==> src/ced_pkg.sv <==
`timescale 1ns / 1ps

package ced_pkg;

  // Decoder modes.
  localparam logic [2:0] MODE_NORMAL    = 3'd0;
  localparam logic [2:0] MODE_ESC       = 3'd1;
  localparam logic [2:0] MODE_HEX_FIRST = 3'd2;
  localparam logic [2:0] MODE_HEX_MORE  = 3'd3;
  localparam logic [2:0] MODE_OCT       = 3'd4;
  localparam logic [2:0] MODE_DROP      = 3'd5;

  // Result status codes.
  localparam logic [2:0] ST_OK      = 3'd0;
  localparam logic [2:0] ST_NO_HEX  = 3'd1;
  localparam logic [2:0] ST_HEX_BIG = 3'd2;
  localparam logic [2:0] ST_UNTERM  = 3'd3;
  localparam logic [2:0] ST_UNKNOWN = 3'd4;

  // Characters with a meaning of their own.
  localparam logic [7:0] CHAR_BSLASH  = 8'h5c;
  localparam logic [7:0] CHAR_X_LOWER = 8'h78;
  localparam logic [7:0] CHAR_X_UPPER = 8'h58;
  localparam logic [7:0] CHAR_ZERO    = 8'h30;
  localparam logic [7:0] CHAR_SEVEN   = 8'h37;
  localparam logic [7:0] CHAR_NINE    = 8'h39;
  localparam logic [7:0] CHAR_A_LOWER = 8'h61;
  localparam logic [7:0] CHAR_F_LOWER = 8'h66;
  localparam logic [7:0] CASE_BIT     = 8'h20;
  localparam logic [7:0] HEX_LETTER_BASE = 8'h57;  // 'a' - 10

  // Depth of the result queue; one item makes at most two results.
  localparam int unsigned QUEUE_DEPTH = 2;

  // One result beat.
  typedef struct packed {
    logic [7:0] data;
    logic [2:0] status;
    logic       string_end;
  } res_t;

  // Results that one character produces.
  typedef struct packed {
    logic [1:0] count;
    res_t       first;
    res_t       second;
  } dec_t;

  // Returns {valid, value} for a hex digit character.
  function automatic logic [4:0] hex_nibble(input logic [7:0] c);
    logic [7:0] l;
    logic [7:0] v;
    l = c | CASE_BIT;
    v = l - HEX_LETTER_BASE;
    if (c >= CHAR_ZERO && c <= CHAR_NINE) begin
      return {1'b1, c[3:0]};
    end else if (l >= CHAR_A_LOWER && l <= CHAR_F_LOWER) begin
      return {1'b1, v[3:0]};
    end
    return 5'd0;
  endfunction

  // Returns {valid, byte} for a single-letter escape.
  function automatic logic [8:0] single_escape(input logic [7:0] c);
    case (c)
      8'h61:   return {1'b1, 8'h07};  // a, bell
      8'h62:   return {1'b1, 8'h08};  // b, backspace
      8'h66:   return {1'b1, 8'h0c};  // f, form feed
      8'h6e:   return {1'b1, 8'h0a};  // n, newline
      8'h72:   return {1'b1, 8'h0d};  // r, carriage return
      8'h74:   return {1'b1, 8'h09};  // t, tab
      8'h76:   return {1'b1, 8'h0b};  // v, vertical tab
      8'h5c:   return {1'b1, 8'h5c};  // backslash
      8'h27:   return {1'b1, 8'h27};  // single quote
      8'h22:   return {1'b1, 8'h22};  // double quote
      8'h3f:   return {1'b1, 8'h3f};  // question mark
      default: return 9'd0;
    endcase
  endfunction

endpackage

==> src/ced_decode.sv <==
`timescale 1ns / 1ps

module ced_decode (
  input  logic          clk,
  input  logic          rst,
  input  logic          step,
  input  logic [7:0]    char_in,
  input  logic          last_char,
  output ced_pkg::dec_t dec
);

  logic [2:0] mode;
  logic [2:0] mode_next;
  logic [7:0] value;
  logic [7:0] value_next;
  logic       overflow;
  logic       overflow_next;
  logic [1:0] oct_count;
  logic [1:0] oct_count_next;

  logic [4:0] hex;
  logic [8:0] sgl;
  logic       is_oct;
  logic       is_x;
  logic       ovf_new;
  logic [7:0] hex_val_new;
  logic [7:0] oct_val_new;
  logic [1:0] oct_count_new;

  // Plain character handling, used alone or after an ended escape.
  logic           plain_has;
  ced_pkg::res_t  plain_res;
  logic [2:0]     plain_mode;

  always_comb begin
    hex           = ced_pkg::hex_nibble(char_in);
    sgl           = ced_pkg::single_escape(char_in);
    is_oct        = (char_in >= ced_pkg::CHAR_ZERO) && (char_in <= ced_pkg::CHAR_SEVEN);
    is_x          = (char_in == ced_pkg::CHAR_X_LOWER) || (char_in == ced_pkg::CHAR_X_UPPER);
    ovf_new       = overflow | (value[7:4] != 4'd0);
    hex_val_new   = {value[3:0], hex[3:0]};
    oct_val_new   = {value[4:0], char_in[2:0]};
    oct_count_new = oct_count + 2'd1;
  end

  always_comb begin
    plain_has  = 1'b1;
    plain_res  = '{data: char_in, status: ced_pkg::ST_OK, string_end: last_char};
    plain_mode = ced_pkg::MODE_NORMAL;
    if (char_in == ced_pkg::CHAR_BSLASH) begin
      if (last_char) begin
        plain_res = '{data: 8'd0, status: ced_pkg::ST_UNTERM, string_end: 1'b1};
      end else begin
        plain_has  = 1'b0;
        plain_mode = ced_pkg::MODE_ESC;
      end
    end
  end

  // Next state and results for the character in hand.
  always_comb begin
    mode_next      = mode;
    value_next     = value;
    overflow_next  = overflow;
    oct_count_next = oct_count;
    dec            = '0;
    case (mode)
      ced_pkg::MODE_ESC: begin
        if (sgl[8]) begin
          dec.count = 2'd1;
          dec.first = '{data: sgl[7:0], status: ced_pkg::ST_OK, string_end: last_char};
          mode_next = ced_pkg::MODE_NORMAL;
        end else if (is_x) begin
          if (last_char) begin
            dec.count = 2'd1;
            dec.first = '{data: 8'd0, status: ced_pkg::ST_NO_HEX, string_end: 1'b1};
            mode_next = ced_pkg::MODE_NORMAL;
          end else begin
            mode_next = ced_pkg::MODE_HEX_FIRST;
          end
        end else if (is_oct) begin
          if (last_char) begin
            dec.count = 2'd1;
            dec.first = '{data: {5'd0, char_in[2:0]}, status: ced_pkg::ST_OK,
                          string_end: 1'b1};
            mode_next = ced_pkg::MODE_NORMAL;
          end else begin
            value_next     = {5'd0, char_in[2:0]};
            oct_count_next = 2'd1;
            mode_next      = ced_pkg::MODE_OCT;
          end
        end else begin
          dec.count = 2'd1;
          dec.first = '{data: 8'd0, status: ced_pkg::ST_UNKNOWN, string_end: 1'b1};
          mode_next = last_char ? ced_pkg::MODE_NORMAL : ced_pkg::MODE_DROP;
        end
      end
      ced_pkg::MODE_HEX_FIRST: begin
        if (!hex[4]) begin
          dec.count = 2'd1;
          dec.first = '{data: 8'd0, status: ced_pkg::ST_NO_HEX, string_end: 1'b1};
          mode_next = last_char ? ced_pkg::MODE_NORMAL : ced_pkg::MODE_DROP;
        end else if (last_char) begin
          dec.count = 2'd1;
          dec.first = '{data: {4'd0, hex[3:0]}, status: ced_pkg::ST_OK, string_end: 1'b1};
          mode_next = ced_pkg::MODE_NORMAL;
        end else begin
          value_next    = {4'd0, hex[3:0]};
          overflow_next = 1'b0;
          mode_next     = ced_pkg::MODE_HEX_MORE;
        end
      end
      ced_pkg::MODE_HEX_MORE: begin
        if (hex[4]) begin
          if (last_char) begin
            dec.count = 2'd1;
            if (ovf_new) begin
              dec.first = '{data: 8'd0, status: ced_pkg::ST_HEX_BIG, string_end: 1'b1};
            end else begin
              dec.first = '{data: hex_val_new, status: ced_pkg::ST_OK, string_end: 1'b1};
            end
            mode_next = ced_pkg::MODE_NORMAL;
          end else begin
            value_next    = hex_val_new;
            overflow_next = ovf_new;
          end
        end else if (overflow) begin
          // The failed escape ends the string and this character is dropped.
          dec.count = 2'd1;
          dec.first = '{data: 8'd0, status: ced_pkg::ST_HEX_BIG, string_end: 1'b1};
          mode_next = last_char ? ced_pkg::MODE_NORMAL : ced_pkg::MODE_DROP;
        end else begin
          dec.count  = plain_has ? 2'd2 : 2'd1;
          dec.first  = '{data: value, status: ced_pkg::ST_OK, string_end: 1'b0};
          dec.second = plain_res;
          mode_next  = plain_mode;
        end
      end
      ced_pkg::MODE_OCT: begin
        if (is_oct) begin
          if (oct_count_new == 2'd3 || last_char) begin
            dec.count = 2'd1;
            dec.first = '{data: oct_val_new, status: ced_pkg::ST_OK, string_end: last_char};
            mode_next = ced_pkg::MODE_NORMAL;
          end else begin
            value_next     = oct_val_new;
            oct_count_next = oct_count_new;
          end
        end else begin
          dec.count  = plain_has ? 2'd2 : 2'd1;
          dec.first  = '{data: value, status: ced_pkg::ST_OK, string_end: 1'b0};
          dec.second = plain_res;
          mode_next  = plain_mode;
        end
      end
      ced_pkg::MODE_DROP: begin
        if (last_char) begin
          mode_next = ced_pkg::MODE_NORMAL;
        end
      end
      default: begin
        dec.count = plain_has ? 2'd1 : 2'd0;
        dec.first = plain_res;
        mode_next = plain_mode;
      end
    endcase
  end

  // Mode register is control state; the escape registers are payload.
  always_ff @(posedge clk) begin
    if (rst) begin
      mode <= ced_pkg::MODE_NORMAL;
    end else if (step) begin
      mode <= mode_next;
    end
  end

  always_ff @(posedge clk) begin
    if (step) begin
      value     <= value_next;
      overflow  <= overflow_next;
      oct_count <= oct_count_next;
    end
  end

endmodule

==> src/ced_result_queue.sv <==
`timescale 1ns / 1ps

module ced_result_queue (
  input  logic          clk,
  input  logic          rst,
  input  logic          push,
  input  ced_pkg::dec_t dec,
  output logic [1:0]    free,
  output logic          head_valid,
  output ced_pkg::res_t head,
  input  logic          pop
);

  logic [1:0]    count;
  logic [1:0]    count_next;
  logic [1:0]    base;
  logic [1:0]    add;
  ced_pkg::res_t slot0;
  ced_pkg::res_t slot1;

  always_comb begin
    add        = push ? dec.count : 2'd0;
    base       = count - {1'b0, pop};
    count_next = base + add;
    free       = 2'(ced_pkg::QUEUE_DEPTH) - count;
    head_valid = (count != 2'd0);
    head       = slot0;
  end

  always_ff @(posedge clk) begin
    if (rst) begin
      count <= 2'd0;
    end else begin
      count <= count_next;
    end
  end

  // Slot 0 is the head; new beats land behind what remains after a pop.
  always_ff @(posedge clk) begin
    if (add != 2'd0 && base == 2'd0) begin
      slot0 <= dec.first;
    end else if (pop) begin
      slot0 <= slot1;
    end
    if (add == 2'd2) begin
      slot1 <= dec.second;
    end else if (add != 2'd0 && base != 2'd0) begin
      slot1 <= dec.first;
    end
  end

endmodule

==> src/c_escape_string_decoder.sv <==
`timescale 1ns / 1ps

// Decodes a C-style escaped string, one raw character per input beat, into
// decoded bytes with a status code and an end-of-string mark. A character is
// registered, decoded against the escape state in one pass, and its zero,
// one or two result beats enter a two-entry result queue. The block takes
// one character per cycle while the queue has room. A character that ends
// a hex or octal escape and also stands as a character of its own gives
// two result beats; it waits for room in the queue, and the next character
// with a result may wait too, because room freed by a pop counts only from
// the next cycle. Output stalls add to these waits. Results pass the input
// register and a queue slot. Any error ends the string: later characters
// up to the one marked last give nothing.
module c_escape_string_decoder (
  input  logic       clk,
  input  logic       rst,
  input  logic       in_valid,
  output logic       in_stall,
  input  logic [7:0] char_in,
  input  logic       last_char,
  output logic       out_valid,
  input  logic       out_stall,
  output logic [7:0] byte_out,
  output logic [2:0] status,
  output logic       string_end
);

  logic          held;
  logic [7:0]    held_char;
  logic          held_last;
  logic          step;
  logic          pop;
  logic [1:0]    free;
  ced_pkg::dec_t dec;
  ced_pkg::res_t head;

  // The held character is decoded once the queue has room for its results.
  assign step     = held && (dec.count <= free);
  assign in_stall = held && !step;
  assign pop      = out_valid && !out_stall;

  // Input register.
  always_ff @(posedge clk) begin
    if (rst) begin
      held <= 1'b0;
    end else if (!in_stall) begin
      held <= in_valid;
    end
  end

  always_ff @(posedge clk) begin
    if (in_valid && !in_stall) begin
      held_char <= char_in;
      held_last <= last_char;
    end
  end

  ced_decode u_decode (
    .clk       (clk),
    .rst       (rst),
    .step      (step),
    .char_in   (held_char),
    .last_char (held_last),
    .dec       (dec)
  );

  ced_result_queue u_queue (
    .clk        (clk),
    .rst        (rst),
    .push       (step),
    .dec        (dec),
    .free       (free),
    .head_valid (out_valid),
    .head       (head),
    .pop        (pop)
  );

  assign byte_out   = head.data;
  assign status     = head.status;
  assign string_end = head.string_end;

endmodule

==> config.mk <==
export PLATFORM = sky130hd
export DESIGN_NAME = c_escape_string_decoder
export DESIGN_NICKNAME = d
export VERILOG_FILES = /design/src/ced_pkg.sv /design/src/ced_decode.sv /design/src/ced_result_queue.sv /design/src/c_escape_string_decoder.sv
export SDC_FILE = /design/constraint.sdc
export NUM_CORES = 1
export LEC_CHECK = 0
export BUFFER_PORTS_ARGS = -buffer_cell sky130_fd_sc_hd__buf_4
export CAP_MARGIN = 20
export CORE_AREA = 2 2 98 100
export DETAILED_ROUTE_END_ITERATION = 7
export DIE_AREA = 0 0 100 102
export PLACE_DENSITY_LB_ADDON = 0.25
export SLEW_MARGIN = 20
export SYNTH_ARGS = -nofsm -noshare
export SYNTH_HDL_FRONTEND = slang
export SYNTH_HIERARCHICAL = 1
export SYNTH_SLANG_ARGS = --single-unit
==> constraint.sdc <==
create_clock -name clk -period 11.5 [get_ports clk]
set_clock_uncertainty 0.1 [all_clocks]
set_input_delay 2.875 -clock clk [delete_from_list [all_inputs] [get_ports clk]]
set_output_delay 2.875 -clock clk [all_outputs]
set_load 0.005 [all_outputs]
==> results of run 1 <==
==> worst min-delay path by stage <==
stage / to / start / cells past startpoint / slack (ns)
after floorplan: held / held / 2 / 0.36
after detailed placement: held / held / 2 / 0.39
after global routing: held / held / 2 / 0.44
after global placement: held / held / 2 / 0.38
final: held / held / 2 / 0.40
after CTS: held / held / 2 / 0.40
==> flip-flops by register name, summed over array words and instances, names as in the netlist <==
signal / count
u_queue/slot1: 12
held_last: 1
u_decode/oct_count: 2
held_char: 8
u_queue/head: 12
u_decode/overflow: 1
held: 1
u_decode/mode: 3
u_decode/value: 8
u_queue/count: 2
==> logic make-up after synthesis <==
| logic type | count (synthesis) |
|---|---|
| simple gates | 128 |
| compound gates | 94 |
| flops | 50 |
| buf+inv | 39 |
| mux | 25 |
| fa+ha+maj | 10 |
| xor+xnor | 4 |
| other cells | 1 |
==> per-layer routing <==
metal | GRT usage (%) | vias to the layer above | part of all wire, % | wire, µm
li1 | - | 1349 | - | -
met1 | 23.7 | 1300 | 45 | 3750
met3 | 3.21 | 18 | 6.5 | 548
met5 | 0 | - | 0 | 0
met2 | 26.9 | 128 | 46 | 3880
met4 | 6.74 | 0 | 2.6 | 221
==> final cells by class <==
| type | instances | share of cell area, % |
|---|---|---|
| tap | 111 | 3.61 |
| sequential | 50 | 37.5 |
| multi-input combinational | 262 | 49.7 |
| clock inverter | 3 | 0.749 |
| timing repair buffer | 26 | 5.08 |
| inverter | 16 | 1.56 |
| clock buffer | 5 | 1.79 |
==> stage by stage <==
stage | cell area [µm²] | std cells | hold WS (ns) | total power [W]
finish | 3840 | 473 | 0.396 | 0.000529
global route | 3840 | 473 | 0.437 | 0.000562
global placement | 3750 | 465 | 0.380 | 0.000420
floorplan | 3580 | 351 | 0.360 | 0.000365
CTS | 3840 | 473 | 0.404 | 0.000534
detailed placement | 3750 | 465 | 0.389 | 0.000421
==> worst register-to-register path, cell delays in order, from the launching register on <==
cell,delay (ns)
edfxtp_1,0.54
inv_1,0.23
ha_1,0.32
nand2b_1,0.15
o221a_2,0.39
o41ai_4,0.71
nor3b_2,0.39
ha_1,0.29
nor2b_4,0.13
o21ai_0,0.15
and2_1,0.25
inv_1,0.15
or3_1,0.39
a21oi_1,0.73
==> synthesized netlist by cell type, types with 2 or more instances <==
cell type  instances
a41oi_1            2
buf_4              7
edfxtp_1          44
nor2_1            17
nor3_1            10
or3_1              5
nand3_1            6
a31oi_1            7
nor3b_2            2
nand3b_1           4
nor2b_1            6
and2_1             7
o2111a_1           2
a211oi_1           3
mux2_4             9
ha_1              10
mux2_2            15
o21a_1             2
a221oi_1           2
inv_1             16
a41o_1             2
buf_6              5
a21o_1             3
clkbuf_1           9
o21ai_0           23
nor2_2             2
a21oi_1           15
a22o_1             4
xor2_1             2
nor4_1             4
and3_1             7
dfxtp_1            6
nand4b_1           2
a221o_1            3
nand2_1           34
o221a_2            2
nand2b_1           8
==> power by group through the flow <==
| stage | logic [W] | registers [W] | clock network [W] |
|---|---|---|---|
| floorplan | 0.000101 | 0.000264 | 0 |
| global placement | 0.000148 | 0.000272 | 0 |
| detailed placement | 0.000148 | 0.000272 | 0 |
| CTS | 0.000149 | 0.000268 | 0.000116 |
| global route | 0.000166 | 0.000273 | 0.000123 |
| finish | 0.000149 | 0.000268 | 0.000112 |
==> key figures, run 1 <==
Worst setup path
  • Reg2Reg Depth: 13
  • FF-to-FF Start: held_char[0]
  • Startpoint Class: register
  • Slowest stage delay, CP: 0.71 ns
  • CP Buf/Inv Count: 3
  • Crit path depth: 11
  • Crit Path Class: reg2out
  • CP top delay family: compound AO/OA/AOI/OAI gates
  • R2R Setup Slk: 6.21 ns
  • Capturing element type of the critical path: output port
  • Required time worst endpoint: around 8.5 ns
  • CP startpoint: held_char[0]
  • Reg2reg end: u_decode/value[4]
  • Crit path cell chain: inv_1 -> ha_1 -> nand2b_1 -> o221a_2 -> o41ai_4 -> nor3b_2 -> ha_1 -> nor2b_4 -> o211ai_2 -> inv_1 -> buf_4
  • CP max-delay cell: o41ai_4
  • CP arrival: 3.80 ns
  • Crit Path Max Fanout: 17
  • Critical Path End: in_stall

Pwr
  • Pint: between 0.0003 and 0.0004 W
  • Leakage: 1.42 nW
  • Net Sw Frac: 30.1%
  • Combinational power share: around 28%
  • Power per cell area: 138 nW/µm²
  • Clock power frac: roughly a fifth
  • Peak supply drop: 76.4 µV
  • Flop pwr share: between 50 and 60%
  • Sw Pwr: 0.000159 W

STA
  • Fmax: 0.148 GHz
  • Relative slew slack: a little under two fifths
  • RSZ-0062 raised after global routing: false
  • Final worst path period need: 6.78 ns
  • Final setup TNS: 0 ns
  • Setup violations, final: 0
  • Fin. Hold Viols: 0
  • Max-slew violations: 0
  • Post-route setup slack: around 4.7 ns
  • Slew @ Worst Pin: 0.939 ns
  • Tcrit/Tclk final: between 50% and 60%

Final layout
  • Layout area overhead: 7.38%
  • Commonest non-fill, non-tap cell in the layout: edfxtp_1
  • Reg area: between 1000 and 1500 µm²
  • Fin util: between 40 and 50%
  • Layout cells sized above 1: approximately 22%
  • Filler cell count: just under 900
  • Commonest cells after routing, fill and taps aside: 44 x edfxtp_1, 34 x nand2_1, 26 x buf_4, 23 x o21ai_0, 17 x nor2_1
  • Area occupied by multi-input gates: 1910 µm²
  • ANT cells: 0
  • Layout Nets: ~380

Yosys
  • Top cell type's share of synthesized area: between 30 and 40%
  • Synth unique cells: roughly 80
  • Register area share after synthesis: between 40 and 50%
  • Cell Area, Synth: roughly 3600 µm²
  • Compound-Gate Fraction of Synth Area: between 10% and 20%
  • Synth Area in Adders: under 10%
  • Multiplexer area fraction after synthesis: under 10%
  • Post-synthesis xor/xnor area fraction: around 1.5%
  • Synth area leader: edfxtp_1
  • Largest family of logic cells by synthesized area: simple AND/OR/NAND/NOR gates
  • Syn_area_per_cell: between 10 and 15 µm²
  • Main synth FF type: edfxtp_1
  • Post-synth EDFFs: 44
  • Gate Count Post-Synth: about 350
  • Post-Syn Nets: approximately 370
  • Yosys warns: 6
  • Area contributors post-synth: edfxtp_1 37%, mux2_2 4.7%, mux2_4 3.8%
  • Number of synthesized register bits: 50
  • Simple-gate area share of the yosys netlist: between 20 and 25%
  • Async set-reset flop share out of synthesis: 0%

Global route
  • Via count of the first global-routing pass: 2520
  • Gr usage total: 17.2%
  • Initial antenna violation count: 0
  • First-pass GRT wire length: about 14000 µm
  • Largest net degree at the start of global routing: 24
  • Total congestion overflow: 0

Placement
  • RePlAce Congestion: between 0.9 and 1
  • DP Wirelength: roughly 6300 µm
  • Number of buffers added on ports: 26
  • Dpl ws: around 5.1 ns

Routing
  • Post-detailed-route wirelength per cell: around 18 µm
  • First DRT Iteration DRCs: 281
  • Total wire length: approximately 8400 µm
  • Vias: between 2000 and 3000
  • DR pass1 iterations: 5
  • Drt drc: 0
  • Final ANT Viol Nets: 0
  • Via density: slightly below 6

Die
  • Die Width: 100 µm
  • Die Y: ~100 µm
  • Core area: between 9000 and 10000 µm²
  • I/O pin count: 27
  • Die ar.: roughly 10000 µm²
  • Rows: 35
  • Initial cell density of the core: slightly below 40%

Clocking
  • Clk_lat worst skew: 0.31 ns
  • CTS tree: built
  • Num Clock Sinks: 50
  • Post-CTS setup buffer count: 0
  • CTS H-tree depth: 2
  • Longest Clk Path Bufs: 2
  • CTS Root Cell: clkbuf_8
  • CTS buffer count: 5
  • Clock slew at reported path FFs: around 0.10 ns
  • Resized Gates After CTS: 0
  • # hold bufs at CTS: 0

Min path
  • Hold Crit Class: reg2reg

Run status
  • Outcome: complete, no violations

Flow run
  • Max-cap violations: 0
Power figures use the tool's default switching activity.
==> run 2: changes to the inputs <==
Clock period 11.5 ns to 7.1 ns, I/O delays scaled along.
==> run 2 against run 1 <==
- die area unchanged
- cell count unchanged
- design area unchanged
- global-route usage decreased by 0.14 points
- sequential cell count unchanged
- clock-buffer cell count unchanged
- critical path type unchanged
- critical endpoint unchanged
- largest cell class unchanged
- largest power group unchanged
==> key figures, run 2 (same netlist as run 1, synthesis figures left out) <==
Final layout
  • Layout area overhead: 7.38% (unchanged)
  • Layout cells sized above 1: 21.5% (unchanged)
  • ANT cells: 0 (unchanged)
  • Fin util: 42.2% (unchanged)
  • Commonest cells after routing, fill and taps aside: 44 x edfxtp_1, 34 x nand2_1, 26 x buf_4, 23 x o21ai_0, 17 x nor2_1
  • Fin cells: 473 (unchanged)
  • Commonest non-fill, non-tap cell in the layout: edfxtp_1
  • Layout Nets: 384 (unchanged)

Worst setup path
  • Crit Path Max Fanout: 17 (unchanged)
  • Required time worst endpoint: 5.22 ns (-3.31 ns)
  • CP arrival: 3.77 ns (-0.03 ns)
  • Startpoint Class: register
  • Capturing element type of the critical path: output port
  • R2R Setup Slk: 1.94 ns (-4.27 ns)
  • Crit Path Class: reg2out

Clocking
  • Clk_lat worst skew: 0.32 ns (about the same)
  • Resized Gates After CTS: 0 (unchanged)
  • CTS buffer count: 5 (unchanged)
  • Longest Clk Path Bufs: 2 (unchanged)
  • CTS Root Cell: clkbuf_8
  • Clock slew at reported path FFs: 0.10 ns (about the same)
  • # hold bufs at CTS: 0 (unchanged)
  • CTS tree: built
  • Post-CTS setup buffer count: 0 (unchanged)
  • Num Clock Sinks: 50 (unchanged)
  • CTS H-tree depth: 2 (unchanged)

Routing
  • Final ANT Viol Nets: 0 (unchanged)
  • Post-detailed-route wirelength per cell: 17.9 µm (+0.74%)
  • Drt drc: 0 (unchanged)
  • Via density: 6.08 (+2.9%)
  • Total wire length: 8470 µm (+0.74%)
  • Vias: 2875 (+2.9%)
  • First DRT Iteration DRCs: 338 (+20%)
  • DR pass1 iterations: 5 (unchanged)

STA
  • Fin. Hold Viols: 0 (unchanged)
  • Hold_ws: 0.397 ns (+0.000697 ns)
  • Post-route setup slack: 1.46 ns (-3.27 ns)
  • Tcrit/Tclk final: 79.5%
  • Slew @ Worst Pin: 0.889 ns (-0.0494 ns)
  • Max-slew violations: 0 (unchanged)
  • Setup violations, final: 0 (unchanged)
  • RSZ-0062 raised after global routing: false
  • Relative slew slack: 40.7% (+3.3 points)
  • Final worst path period need: between 5 and 6 ns
  • Final setup TNS: 0 ns (unchanged)
  • Fmax: 0.177 GHz

Die
  • Die Y: 102 µm (unchanged)
  • Rows: 35 (unchanged)
  • Initial cell density of the core: 39.3% (unchanged)
  • Die Width: 100 µm (unchanged)
  • Die ar.: 10200 µm² (unchanged)
  • Core area: 9110 µm² (unchanged)
  • I/O pin count: 27 (unchanged)

Pwr
  • Peak supply drop: 112 µV (+47%)
  • Clock power frac: 21.2% (about the same)
  • Pint: 0.000599 W (+62%)
  • Combinational power share: 28.0% (about the same)
  • Power per cell area: 223 nW/µm² (+62%)
  • Leakage: 1.42 nW (unchanged)
  • Net Sw Frac: 30.1% (about the same)
  • Flop pwr share: 50.8% (about the same)
  • Sw Pwr: 0.000257 W (+62%)

Global route
  • First-pass GRT wire length: 13600 µm (+0.21%)
  • Initial antenna violation count: 0 (unchanged)
  • Via count of the first global-routing pass: 2613 (+3.7%)
  • Largest net degree at the start of global routing: 24 (unchanged)
  • Gr usage total: 17.0% (-0.14 points)
  • Total congestion overflow: 0 (unchanged)

Placement
  • DP Cell Count: 465 (unchanged)
  • Number of buffers added on ports: 26 (unchanged)
  • RePlAce Congestion: 0.959 (-0.74%)
  • Dpl ws: 1.84 ns (-3.27 ns)
  • DP Wirelength: 6280 µm (+0.20%)

Min path
  • Hold Crit Class: reg2reg

Run status
  • Outcome: complete, no violations

Flow run
  • Max-cap violations: 0 (unchanged)
==> run 2: cell counts in the layout (fill, tap and decap cells not counted) <==
No cell type changed its count.
==> run 2: area by class of cell <==
class	instances	area, µm²
Fill cell	888	5270
Multi-Input combinational cell	262	1910
Timing Repair Buffer	26	195
Clock buffer	5	68.8
Sequential cell	50	1440
Tap cell	111	139
Inverter	16	60.1
Clock inverter	3	28.8
==> run 2: power by group through the flow <==
stage	Clock (W)	Sequential, W	Combinational, W
after floorplan	0	0.000428	0.000164
final	0.000182	0.000435	0.000240
after detailed placement	0	0.000442	0.000239
after global routing	0.000199	0.000442	0.000266
after CTS	0.000190	0.000435	0.000241
after global placement	0	0.000440	0.000239
==> run 2: stage by stage <==
step           power [W]  area, µm²
2_1_floorplan   0.000592       3580
3_3_place_gp    0.000680       3750
3_5_place_dp    0.000681       3750
6_report        0.000856       3840
5_1_grt         0.000907       3840
4_1_cts         0.000865       3840
==> run 2: path summary, 6_finish.rpt <==
path,start,end,cells after the start
max,held_char[0],in_stall,11
max reg2reg,held_char[0],u_decode/value[6],13
min reg2reg,held,held,2
min,held,held,2
==> run 2: layer usage <==
layer / track usage, % / routed length, µm
met5: 0 / 0
met2: 28.5 / 3960
met1: 22.3 / 3670
met3: 3.49 / 612
met4: 5.16 / 229
==> run 2: critical path: stages, from the launching register on <==
cell	delay [ns]
edfxtp_1	0.54
inv_1	0.18
ha_1	0.31
o21bai_1	0.25
a21oi_2	0.22
o41ai_4	0.80
nor3b_2	0.39
ha_1	0.29
nor2b_4	0.13
o211ai_2	0.16
inv_1	0.06
buf_4	0.13
==> run 3: changes to the inputs <==
Settings changed: ABC_AREA set to 1, CORE_AREA 2 2 98 100 to 2 2 102 104, DIE_AREA 0 0 100 102 to 0 0 104 106.
Clock period 7.1 ns to 5.4 ns, I/O delays scaled along.
==> run 3 against run 2 <==
- register-to-register slack got worse by 1.0 ns
- hold slack got worse by 0.0015 ns
- synthesized area rose by 7.7%
- via count rose by 25%
- sequential cell count did not move
- clock-buffer cell count did not move
- die area rose by 8.1%
- critical path depth rose by 7
- combinational power rose to 2.6 times the previous value
- critical path type unchanged
- critical endpoint unchanged
==> key figures, run 3 <==
Die
  • Core area: 10000 µm² (+9.8%)
  • Rows: 37 (+5.7%)
  • Die Width: 104 µm (+4.0%)
  • Initial cell density of the core: 38.5% (-0.76 points)
  • Die ar.: 11000 µm² (+8.1%)
  • I/O pin count: 27 (unchanged)
  • Die Y: 106 µm (+3.9%)

STA
  • Relative slew slack: 62.8% (+22 points)
  • Final setup TNS: 0 ns (unchanged)
  • Slew @ Worst Pin: 0.558 ns (-0.331 ns)
  • Max-slew violations: 0 (unchanged)
  • Final worst path period need: 4.73 ns
  • Post-route setup slack: 0.672 ns (-0.783 ns)
  • RSZ-0062 raised after global routing: false
  • Fmax: 0.212 GHz
  • Setup violations, final: 0 (unchanged)
  • Tcrit/Tclk final: around 90%
  • Fin. Hold Viols: 0 (unchanged)

Min path
  • Hold Crit Class: reg2reg

Clocking
  • Resized Gates After CTS: 0 (unchanged)
  • Longest Clk Path Bufs: 2 (unchanged)
  • Num Clock Sinks: 50 (unchanged)
  • Clock slew at reported path FFs: 0.10 ns (about the same)
  • # hold bufs at CTS: 0 (unchanged)
  • CTS buffer count: 5 (unchanged)
  • CTS Root Cell: clkbuf_8
  • Clk_lat worst skew: 0.31 ns (about the same)
  • CTS H-tree depth: 2 (unchanged)
  • Post-CTS setup buffer count: 0 (unchanged)
  • CTS tree: built

Global route
  • Initial antenna violation count: 0 (unchanged)
  • First-pass GRT wire length: 17300 µm (+27%)
  • Met3 GRT Util: 3.00% (-0.48 points)
  • GR Layer Usage met1: 24.9% (+2.6 points)
  • GR Util met2: 33.3% (+4.8 points)
  • Gr usage total: 19.5% (+2.5 points)
  • Via count of the first global-routing pass: 3494 (+34%)
  • Total congestion overflow: 0 (unchanged)
  • GRT busiest layer: met2
  • Largest net degree at the start of global routing: 18 (-25%)

Routing
  • Total wire length: 10500 µm (+24%)
  • Final ANT Viol Nets: 0 (unchanged)
  • Via density: 5.17 (-15%)
  • First DRT Iteration DRCs: 292 (-14%)
  • Drt drc: 0 (unchanged)
  • DR pass1 iterations: 5 (unchanged)
  • Vias: 3608 (+25%)
  • Post-detailed-route wirelength per cell: 15.0 µm (-16%)

Final layout
  • Commonest cells after routing, fill and taps aside: 156 x nand2_1, 66 x inv_1, 63 x nor2_1, 44 x edfxtp_1, 43 x nand3_1
  • ANT cells: 0 (unchanged)
  • Layout cells sized above 1: 15.1% (-6.4 points)
  • Commonest non-fill, non-tap cell in the layout: nand2_1
  • Layout area overhead: 10.1%
  • Fin cells: 698 (+48%)
  • Layout Nets: 584 (+52%)

Run status
  • Outcome: complete, no violations

Yosys
  • Synth unique cells: 44 (-46%)
  • Synth area leader: edfxtp_1
  • Commonest cells in the netlist: 156 x nand2_1, 66 x inv_1, 63 x nor2_1
  • Number of synthesized register bits: 50 (unchanged)
  • Register area share after synthesis: 37.4% (-2.9 points)
  • Async set-reset flop share out of synthesis: 0% (unchanged)
  • Most common cell in the netlist: nand2_1
  • Main synth FF type: edfxtp_1
  • Top cell type's share of synthesized area: 34.3% (-2.6 points)
  • Syn_area_per_cell: 7.15 µm² (-30%)
  • Yosys warns: 6 (unchanged)
  • Area contributors post-synth: edfxtp_1 34%, nand2_1 15%, inv_1 6.4%
  • Post-Syn Nets: 562 (+50%)
  • Cell Area, Synth: 3850 µm² (+7.7%)
  • Post-synth EDFFs: 44 (unchanged)
  • Gate Count Post-Synth: 539 (+54%)

Worst setup path
  • Crit Path Max Fanout: 14 (-3)
  • Capturing element type of the critical path: output port
  • Required time worst endpoint: 3.95 ns (-1.27 ns)
  • Crit path cell chain: inv_1 -> ha_1 -> inv_1 -> nor2_1 -> nand2_1 -> nand3_2 -> nand2_4 -> nand2_4 -> inv_1 -> nand2_1 -> o211ai_1 -> a21oi_1 -> inv_1 -> ha_1 -> nand2_1 -> nand3_2 -> inv_1 -> buf_4
  • CP dominant cell by count: inv_1
  • Crit Path Class: reg2out
  • CP max-delay cell: edfxtp_1
  • CP Buf/Inv Count: 6 (+3)
  • Startpoint Class: register
  • CP top delay family: simple AND/OR/NAND/NOR gates
  • CP arrival: 3.28 ns (-0.49 ns)
  • Slowest stage delay, CP: 0.50 ns (-0.30 ns)

Pwr
  • Peak supply drop: 110 µV (-2.4%)
  • Leakage: 1.95 nW (+37%)
  • Power per cell area: 341 nW/µm² (+53%)

Placement
  • RePlAce Congestion: 0.930 (-3.0%)
  • DP Wirelength: 8290 µm (+32%)
  • Dpl ws: 0.986 ns (-0.853 ns)
  • DP Cell Count: 690 (+48%)
  • Number of buffers added on ports: 26 (unchanged)

Flow run
  • Max-cap violations: 0 (unchanged)
## run 3: changes by cell type in the layout (fill, tap and decap cells not counted), sizes merged, moves of 6 or more
| cell | before | now |
|---|---|---|
| inv | 18 | 73 |
| mux2 | 24 | 0 |
| nand4 | 1 | 13 |
| nand2b | 8 | 0 |
| and3 | 7 | 0 |
| nor3 | 10 | 18 |
| buf | 26 | 32 |
| and2 | 8 | 0 |
| nand2 | 35 | 167 |
| nand3 | 6 | 46 |
| a21oi | 16 | 23 |
| nor2b | 7 | 0 |
| nor2 | 19 | 72 |
## run 3: path summary, 6_finish.rpt
check | depth (start not counted) | slack (ns) | startpoint | end
worst min register to register | 2 | 0.40 | u_decode/mode[1] | u_decode/mode[1]
worst max-delay path | 18 | 0.67 | held_char[1] | in_stall
worst min-delay path | 2 | 0.40 | u_decode/mode[1] | u_decode/mode[1]
worst max register to register | 21 | 0.89 | held_char[1] | u_queue/slot1[9]
## run 3: where the power goes
group / internal (W) / switching, W
Sequential: 0.000549 / 0.0000449
Combinational: 0.000225 / 0.000405
Clock: 0.0000912 / 0.000129
## run 3: per-layer routing
metal  vias to the layer above  wire, µm
li1                       1807         -
met5                         -         0
met2                       158      4810
met3                        29       758
met1                      1614      4550
met4                         0       365
## run 3: tightest hold or removal path: stages (launching register included)
cell and delay (ns):
dfxtp_1 0.34, nand2_1 0.07, a21oi_1 0.06
## run 3: cells by family (layout without fill, tap and decap cells)
group | Yosys count | count (layout) | share of synthesized area, %
other cells | 1 | 1 | 0.0973
fa+ha+maj | 10 | 10 | 3.25
flops | 50 | 50 | 37.4
buf+inv | 93 | 116 | 10.4
simple gates | 318 | 318 | 38.0
xor+xnor | 2 | 2 | 0.455
compound gates | 65 | 65 | 10.4
## run 3: metrics by stage
stage | hold slack [ns] | total power [W] | area, µm² | util, %
2_1_floorplan | 0.351 | 0.00104 | 3850 | -
3_3_place_gp | 0.376 | 0.00123 | 4150 | 41.5
3_5_place_dp | 0.373 | 0.00123 | 4150 | 41.5
4_1_cts | 0.395 | 0.00146 | 4240 | 42.4
5_1_grt | 0.432 | 0.00156 | 4240 | 42.4
6_report | 0.396 | 0.00144 | 4240 | 42.4
## run 3: final cells by class
class,count,area [µm²]
fill,1055,5760
multi-input combinational,396,2010
sequential,50,1440
inverter,76,288
timing repair buffer,32,240
tap,136,170
clock buffer,5,68.8
clock inverter,3,21.3
